`src/hw/rtl/tridiagonal_system_solver_unit_defines.svh`:
```
// Assertion helpers for the tridiagonal solver.
`ifndef TRIDIAGONAL_SYSTEM_SOLVER_UNIT_DEFINES_SVH
`define TRIDIAGONAL_SYSTEM_SOLVER_UNIT_DEFINES_SVH

// same-cycle implication
`define TSS_ASSERT_NOW(lbl, clk, rstn, ante, cons) \
  lbl: assert property (@(posedge clk) disable iff (!rstn) (ante) |-> (cons)) \
    else $error("tss assertion failed");

// next-cycle implication
`define TSS_ASSERT_NEXT(lbl, clk, rstn, ante, cons) \
  lbl: assert property (@(posedge clk) disable iff (!rstn) (ante) |=> (cons)) \
    else $error("tss assertion failed");

`endif

```
`src/hw/rtl/tss_pkg.sv`:
```
// ----------------------------------------------------------------------------
// tss_pkg
// Types, codes and helpers shared by the tridiagonal solver modules.
// ----------------------------------------------------------------------------
package tss_pkg;

  localparam int unsigned TssMaxRows  = 64;
  localparam int unsigned TssFracBits = 16;

  typedef enum logic [1:0] {
    ST_OK         = 2'd0,
    ST_ZERO_PIVOT = 2'd1,
    ST_OVERFLOW   = 2'd2
  } status_e;

  typedef enum logic [3:0] {
    BK_IDLE,
    BK_CHECK,
    BK_DIV_G,
    BK_MUL_G,
    BK_BET,
    BK_MUL_D,
    BK_NUM,
    BK_DIV_D,
    BK_FIN,
    BK_BS_RD,
    BK_BS_MUL,
    BK_BS_OUT
  } bk_state_e;

  typedef struct packed {
    logic signed [31:0] coef_lower;
    logic signed [31:0] coef_diag;
    logic signed [31:0] coef_upper;
    logic signed [31:0] rhs_value;
    logic               last_row;
  } row_t;

  typedef struct packed {
    logic signed [31:0] solution;
    logic        [5:0]  row_index;
    status_e            status;
    logic               last_result;
  } res_t;

  function automatic logic signed [31:0] sat64(input logic signed [63:0] v);
    if (v > 64'sh0000_0000_7FFF_FFFF) begin
      return 32'sh7FFF_FFFF;
    end else if (v < -64'sh0000_0000_8000_0000) begin
      return -32'sh8000_0000;
    end else begin
      return v[31:0];
    end
  endfunction

  function automatic logic signed [31:0] sat33(input logic signed [32:0] v);
    if (v[32] != v[31]) begin
      return v[32] ? -32'sh8000_0000 : 32'sh7FFF_FFFF;
    end else begin
      return v[31:0];
    end
  endfunction

endpackage

```
`src/hw/rtl/tss_front.sv`:
```
// ----------------------------------------------------------------------------
// tss_front
// Row intake: two-word queue that decouples the command port from the
// elimination engine.
// ----------------------------------------------------------------------------
module tss_front
  import tss_pkg::*;
(
  input  logic clk_i,
  input  logic rst_ni,
  input  logic start_i,
  input  row_t row_i,
  output logic busy_o,
  input  logic pop_i,
  output logic avail_o,
  output row_t head_o
);

  row_t       mem_q [2];
  logic       wr_q, rd_q;
  logic [1:0] cnt_q;
  logic       push;

  assign busy_o  = (cnt_q == 2'd2);
  assign push    = start_i && !busy_o;
  assign avail_o = (cnt_q != 2'd0);
  assign head_o  = mem_q[rd_q];

  always_ff @(posedge clk_i) begin
    if (push) begin
      mem_q[wr_q] <= row_i;
    end
  end

  always_ff @(posedge clk_i or negedge rst_ni) begin
    if (!rst_ni) begin
      wr_q  <= 1'b0;
      rd_q  <= 1'b0;
      cnt_q <= 2'd0;
    end else begin
      if (push) begin
        wr_q <= ~wr_q;
      end
      if (pop_i && avail_o) begin
        rd_q <= ~rd_q;
      end
      cnt_q <= cnt_q + {1'b0, push} - {1'b0, pop_i && avail_o};
    end
  end

endmodule

```
`config.mk`:
```
export PLATFORM = sky130hd
export DESIGN_NAME = tss_front
export DESIGN_NICKNAME = d
export VERILOG_FILES = /design/src/hw/rtl/tridiagonal_system_solver_unit_defines.svh /design/src/hw/rtl/tss_pkg.sv /design/src/hw/rtl/tss_front.sv
export SDC_FILE = /design/constraint.sdc
export NUM_CORES = 1
export LEC_CHECK = 0
export ABC_CLOCK_PERIOD_IN_PS = 20400
export BUFFER_PORTS_ARGS = -buffer_cell sky130_fd_sc_hd__buf_4
export CORE_MARGIN = 8
export CORE_UTILIZATION = 55
export DETAILED_ROUTE_END_ITERATION = 10
export PLACE_DENSITY_LB_ADDON = 0.3
export RECOVER_POWER = 25
export SYNTH_ARGS = -nofsm -noshare
export SYNTH_HDL_FRONTEND = slang
export SYNTH_SLANG_ARGS = --single-unit
```
`constraint.sdc`:
```
create_clock -name clk_i -period 20.4 [get_ports clk_i]
set_input_delay 3.06 -clock clk_i [delete_from_list [all_inputs] [get_ports clk_i]]
set_output_delay 3.06 -clock clk_i [all_outputs]
set_load 0.005 [all_outputs]
```
Word level (Yosys, flattened, before mapping)

Memory sizes are Yosys's and may differ from the RTL's.
Index checks and enable logic that the tools add are counted.
W data, S select, Z words.

RAM bits: 258
Register bits after elaboration: 4
Logic and storage cells: 15
Bits of input ports: 133
Memories: 1
Output and inout bits: 131

Bitwise logic cells: 2
Add/subtract/negate cells: 2
Reduce and logical (&&, ||, !) cells: 4
Mux-type cells: 2
Eq/ne operators: 1

Memories:

| name  | depth | bits a word | rd ports | clocked after memory_dff | write ports | line            | text |
|---|---|---|---|---|---|---|---|
| mem_q | 2     | 129         | 1        | 0                        | 1           | tss_front.sv:19 | `row_t mem_q [2];` |

Operators with widths:

| kind                 | number |
|---|---|
| $add A2 B1 Y2        | 1 |
| $eq A2 B2 Y1 const B | 1 |
| $logic_and A1 B1 Y1  | 2 |
| $mux W1              | 2 |
| $not A1 Y1           | 2 |
| $reduce_bool A2 Y1   | 1 |
| $sub A2 B1 Y2        | 1 |
| $logic_not A1 Y1     | 1 |

Depth between registers and ports, before layout

Gate-level depths: netlist of the first run.

Depth after elaboration: 5
Gate-level depth with buffers: 7
Mapped depth without buffers: 7

Worst setup path before layout of the first run

No wires, ideal clock.

Kind: input -> register
Start: input port start_i
End: memory mem_q[0][0] in the netlist's numbering (enable)
Buffers on the path: 0
Required time: 19.781 ns
Cell stages on the path: 2
Data arrival time: 8.513 ns
Slack: 11.268 ns
Library setup time: 0.619 ns
Cells stage by stage: nand2_1 nor2_1

Longest elaborated chain between the ends: 3

Ends and longest elaborated chain:

| what                          | line            | text |
|---|---|---|
| from (decl)                   | tss_front.sv:11 | `input logic start_i,` |
| $logic_and A1 B1 Y1           | tss_front.sv:25 | `assign push = start_i && !busy_o;` |
| $mux W1                       | tss_front.sv:30 | `if (push) begin` |
| $mux W1 (implied by the code) | tss_front.sv:31 | `mem_q[wr_q] <= row_i;` |
| to (decl)                     | tss_front.sv:19 |  |

No other way between the ends.

==> results of run 1 <==
==> layout make-up <==
cell class                 count  area [um^2]
timing repair buffer         267         1930
clock inverter                16          123
tap                          225          282
multi-input combinational    141         1560
fill                        1072         4670
sequential                   262         7850
clock buffer                  31          691
inverter                       2         7.51
==> Yosys cell counts <==
| cell | instances | area share, % |
|---|---|---|
| edfxtp_1 | 258 | 81 |
| mux2_2 | 129 | 15 |
| buf_6 | 10 | 1.2 |
| dfrtp_1 | 4 | 1.0 |
| buf_2 | 3 | 0.16 |
| xnor2_1 | 3 | 0.28 |
| ha_1 | 2 | 0.26 |
| inv_1 | 2 | 0.079 |
| and2_1 | 1 | 0.066 |
| and3_1 | 1 | 0.066 |
| buf_4 | 1 | 0.079 |
| nand2_1 | 1 | 0.039 |
| nand2b_1 | 1 | 0.066 |
| nor2_1 | 1 | 0.039 |
| or2_2 | 1 | 0.066 |
| xor2_1 | 1 | 0.092 |
==> critical path, delay by kind of cell (launching register included) <==
family,cells,cell delay [ns]
buffers and inverters,2,1.00
DFF,1,0.90
muxes,1,0.43
==> routing by layer <==
| metal | vias to the layer above | routed length, um | global-route usage [%] |
|---|---|---|---|
| met5 | - | 27 | 0 |
| met4 | 4 | 456 | 6.02 |
| met3 | 34 | 2030 | 6.79 |
| met2 | 228 | 10000 | 29.8 |
| met1 | 2392 | 7230 | 19.3 |
| li1 | 2241 | - | - |
==> sequential cells by signal, summed over array words and instances, names as in the netlist <==
signal and count:
wr_q 1, cnt_q 2, mem_q 258, rd_q 1
==> metrics by stage <==
step / std cells / cell area [um^2] / hold slack (ns) / power, mW
floorplan: 419 / 9540 / 0.461 / 1.07
global placement: 897 / 11700 / 0.493 / 1.30
detailed placement: 897 / 11700 / 0.539 / 1.31
CTS: 944 / 12500 / 0.551 / 1.76
global route: 944 / 12400 / 0.576 / 1.82
finish: 944 / 12400 / 0.548 / 1.73
==> kinds of logic after synthesis <==
| family | count (synthesis) | synth area share, % |
|---|---|---|
| xor gates and xnor gates | 4 | 0.367 |
| adders and majority gates | 2 | 0.262 |
| buffers and inverters | 16 | 1.50 |
| DFF | 262 | 82.3 |
| muxes | 129 | 15.2 |
| and+or+nand+nor | 6 | 0.341 |
==> final timing paths <==
check                      depth (start not counted)                       to                from
min in group asynchronous                          1       cnt_q[1]$_DFF_PN0_              rst_ni
hold reg to reg                                    1         wr_q$_DFFE_PN0N_    wr_q$_DFFE_PN0N_
max in group asynchronous                          1         rd_q$_DFFE_PN0P_              rst_ni
setup reg to reg                                   3  mem_q[1][117]$_DFFE_PP_  cnt_q[1]$_DFF_PN0_
setup / recovery                                   3               head_o[42]    rd_q$_DFFE_PN0P_
hold / removal                                     1         wr_q$_DFFE_PN0N_    wr_q$_DFFE_PN0N_
==> where the power goes <==
group / leakage [nW] / switching (mW) / internal, mW
clock network: 0.406 / 0.180 / 0.265
registers: 2.44 / 0.0487 / 0.738
logic: 1.76 / 0.222 / 0.280
total: 4.61 / 0.451 / 1.28
==> flow_summary.yaml, run 1 <==
run_status:
  status: "finished clean"
die:
  fp-row-count: 48
  start_util_pct: 55.7
  fp.dieW_um: 148
  core-area_um2: 17100
  ios: 264
  die-area_um2: 21800
  fp.dieH_um: 148
timing:
  fin_ws_ns: 14.44
  fin_worst_skew_ns: 0.00741
  fmax_mhz: 168
  slew_headroom_pct: 30.4
  drv_slew: 0
  fin_crit_ns: 5.96
  hold_viol: 0
  finalCritPeriodShare_pct: 29.2
  tightest_slew_ns: 1.04
  tns_ns: 0
  rsz0062_at_grt: "no"
  setup_viol: 0
critical_path:
  cp_slowest_cell: "dfrtp_4"
  r2r_slack_ns: 17.76
  worst_ep_required_time_ns: 17.34
  path_common_cell: "buf_4"
  arrival_ns: 2.90
  critPathMaxStageDelay_ns: 0.90
  path_cells: "buf_4, mux2_2, buf_4"
  crit_type: "flop to output pin"
  crit_fanout: 76
  endpoint_kind: "output pin"
  start_kind: "flop"
placement:
  post-dp-hpwl_um: 13900
  place_ws_ns: 14.94
  io_buffer_count: 263
  gp_congestion: 0.714
synth:
  synth_cell_types: 16
  ys_seq_elements: 262
  synth_cells: 419
  yosys_warnings: 0
  syn_nets: 554
  syn_area_per_cell_um2: 22.8
  synth-seq-area-share_pct: 82.3
  syn_area_um2: 9540
drt:
  drcViolationCount: 0
  drt-wirelength-per-cell_um: 20.9
  viasPerCell: 5.19
  num_vias: 4899
  drt_wl_total_um: 19800
  drt-initial-drc-count: 264
  antenna_left: 0
  dr.pass1.iters: 4
cells_and_area:
  antenna_cells: 0
  area_delta_synth_final_pct: 30.5
  final_nets: 835
  final_cell_mix: "edfxtp_1 (258), buf_4 (182), mux2_2 (129)"
  drive_gt1_share_pct: 58.1
  final_common_cell: "edfxtp_1"
  post-route-util_pct: 72.7
clock_network:
  postCtsSetupRepairBufs: 0
  clkSinkCount: 262
  htree_levels: 1
  cts_resized: 0
  cts_buffers: 26
  cts_tree: "built"
  insertion_delay_ns: 0.50
  cts.clk_slew.worst_paths_ns: 0.06
  root_buffer: "clkbuf_16"
  hold_buffers: 0
  cts_buffer_depth: 3
global_route:
  overflow: 0
  grt_pass1_vias: 5473
  grt_use_total_pct: 17.4
  antenna_found_initial: 2
  grt_pass1_wl_um: 29300
  grt_max_degree: 78
power:
  p_leak_nw: 4.61
  powerDensity_nw_per_um2: 139
  irDropWorstVdd_v: 0.0000896
flow_run:
  drv_cap: 0
worst_hold_path:
  holdCritPathClass: "flop to flop"
No activity file was read; power rests on OpenSTA's default activity.
==> inputs of run 2 (changes only) <==
ABC_CLOCK_PERIOD_IN_PS = 5670   (was 20400)
CORE_UTILIZATION = 52   (was 55)
clock period = 5.67 ns   (was 20.4 ns; I/O delays follow)
==> run 2 against run 1 <==
Effect of this change: combinational power grew to 3.5 times the previous value; flip-flop and latch count stayed put; critical path depth stayed put; sequential share of layout area is 0.076 points lower; first-iteration DRC count is 24% lower; via count is 0.31% lower; register-to-register slack worse by 14 ns; final area is 0.12% higher; hold slack worse by 0.38 ns; sequential power grew to 3.6 times the previous value; critical path type unchanged; largest cell class unchanged; highest routed layer is now met4.
==> flow_summary.yaml, run 2 (synthesis results as in run 1) <==
global_route:
  grt_max_degree: 71
  grt_use_total_pct: 16.6
  antenna_found_initial: 0
  overflow: 0
  grt_pass1_wl_um: 29200
  grt_pass1_vias: 5376
timing:
  tns_ns: 0
  hold_slack_ns: 0.168
  drv_slew: 0
  finalCritPeriodShare_pct: 62.1
  rsz0062_at_grt: "no"
  slew_headroom_pct: 37.5
  fin_worst_skew_ns: 0.00650
  setup_viol: 0
  hold_viol: 0
  fmax_mhz: 284
  fin_ws_ns: 2.15
  fin_crit_ns: 3.52
  tightest_slew_ns: 0.937
drt:
  viasPerCell: 5.14
  antenna_left: 0
  dr.pass1.iters: 4
  num_vias: 4884
  drt_wl_total_um: 19800
  drt-wirelength-per-cell_um: 20.8
  drcViolationCount: 0
  drt-initial-drc-count: 200
placement:
  dpl_cell_area_um2: 11700
  placed_cells: 903
  post-dp-hpwl_um: 13500
  place_ws_ns: 2.65
  io_buffer_count: 263
  gp_congestion: 0.773
cells_and_area:
  fin_area_um2: 12500
  post-route-util_pct: 69.4
  largest_reg_flops: 258
  drive_gt1_share_pct: 58.8
  area_delta_synth_final_pct: 30.7
  top_regs: "mem_q: 258 flops, cnt_q: 2 flops"
  final_cell_mix: "edfxtp_1 (258), buf_4 (181), mux2_2 (129)"
  fin_cells: 950
  largest-register: "mem_q"
  final_common_cell: "edfxtp_1"
  antenna_cells: 0
  final_nets: 837
power:
  powerDensity_nw_per_um2: 497
  p_leak_nw: 4.62
  total_power_mw: 6.20
  irDropWorstVdd_v: 0.000401
clock_network:
  hold_buffers: 0
  insertion_delay_ns: 0.51
  cts_tree: "built"
  cts.clk_slew.worst_paths_ns: 0.06
  clkSinkCount: 262
  root_buffer: "clkbuf_16"
  cts_buffer_depth: 3
  cts_resized: 0
  postCtsSetupRepairBufs: 0
  htree_levels: 1
  cts_buffers: 26
critical_path:
  endpoint_kind: "output pin"
  arrival_ns: 2.67
  worst_ep_required_time_ns: 4.82
  crit_fanout: 68
  start_kind: "flop"
  crit_type: "flop to output pin"
die:
  start_util_pct: 53.1
  die-area_um2: 22900
  fp-row-count: 49
  fp.dieH_um: 151
  fp.dieW_um: 151
  core-area_um2: 18000
  ios: 264
run_status:
  status: "finished clean"
worst_hold_path:
  holdCritPathClass: "input pin to async pin"
flow_run:
  drv_cap: 0
==> run 2: cell type report <==
class	instances	area (um^2)
fillers	1144	5500
flip-flops and latches	262	7850
well taps	229	287
clock buffers	31	691
multi-input cells	141	1560
inverters	2	7.51
clock inverters	16	98.8
repair buffers	269	1970
==> run 2: critical path, cell delays in order (launching register included) <==
cell and delay, ns:
dfrtp_4 1.03, buf_4 0.56, mux2_2 0.41, buf_4 0.14
==> run 2: final timing paths <==
check                                        start                     end  slack, ns  cells past startpoint
worst min register to register  cnt_q[0]$_DFF_PN0_      cnt_q[0]$_DFF_PN0_       0.53                      1
worst min-delay path                        rst_ni      cnt_q[0]$_DFF_PN0_       0.17                      1
worst max register to register  cnt_q[0]$_DFF_PN0_  mem_q[1][53]$_DFFE_PP_       3.52                      3
min in group clk_i                       row_i[83]  mem_q[1][83]$_DFFE_PP_       0.52                      1
worst max-delay path              rd_q$_DFFE_PN0P_              head_o[91]       2.15                      3
max in group asynchronous                   rst_ni        rd_q$_DFFE_PN0P_       5.28                      1
==> run 2: report_power, final <==
| part | total [mW] | internal (mW) | switching (mW) | leakage, nW |
|---|---|---|---|---|
| clock | 1.57 | 0.908 | 0.666 | 0.390 |
| combinational | 1.78 | 1.01 | 0.764 | 1.79 |
| sequential | 2.85 | 2.65 | 0.195 | 2.44 |
==> run 2: metal layers <==
layer | track usage, % | wire length [um] | up-vias
met5 | 0 | 0 | -
met4 | 4.95 | 451 | 0
met3 | 5.77 | 2210 | 35
met2 | 27.3 | 9600 | 231
met1 | 20.3 | 7500 | 2380
li1 | - | - | 2238
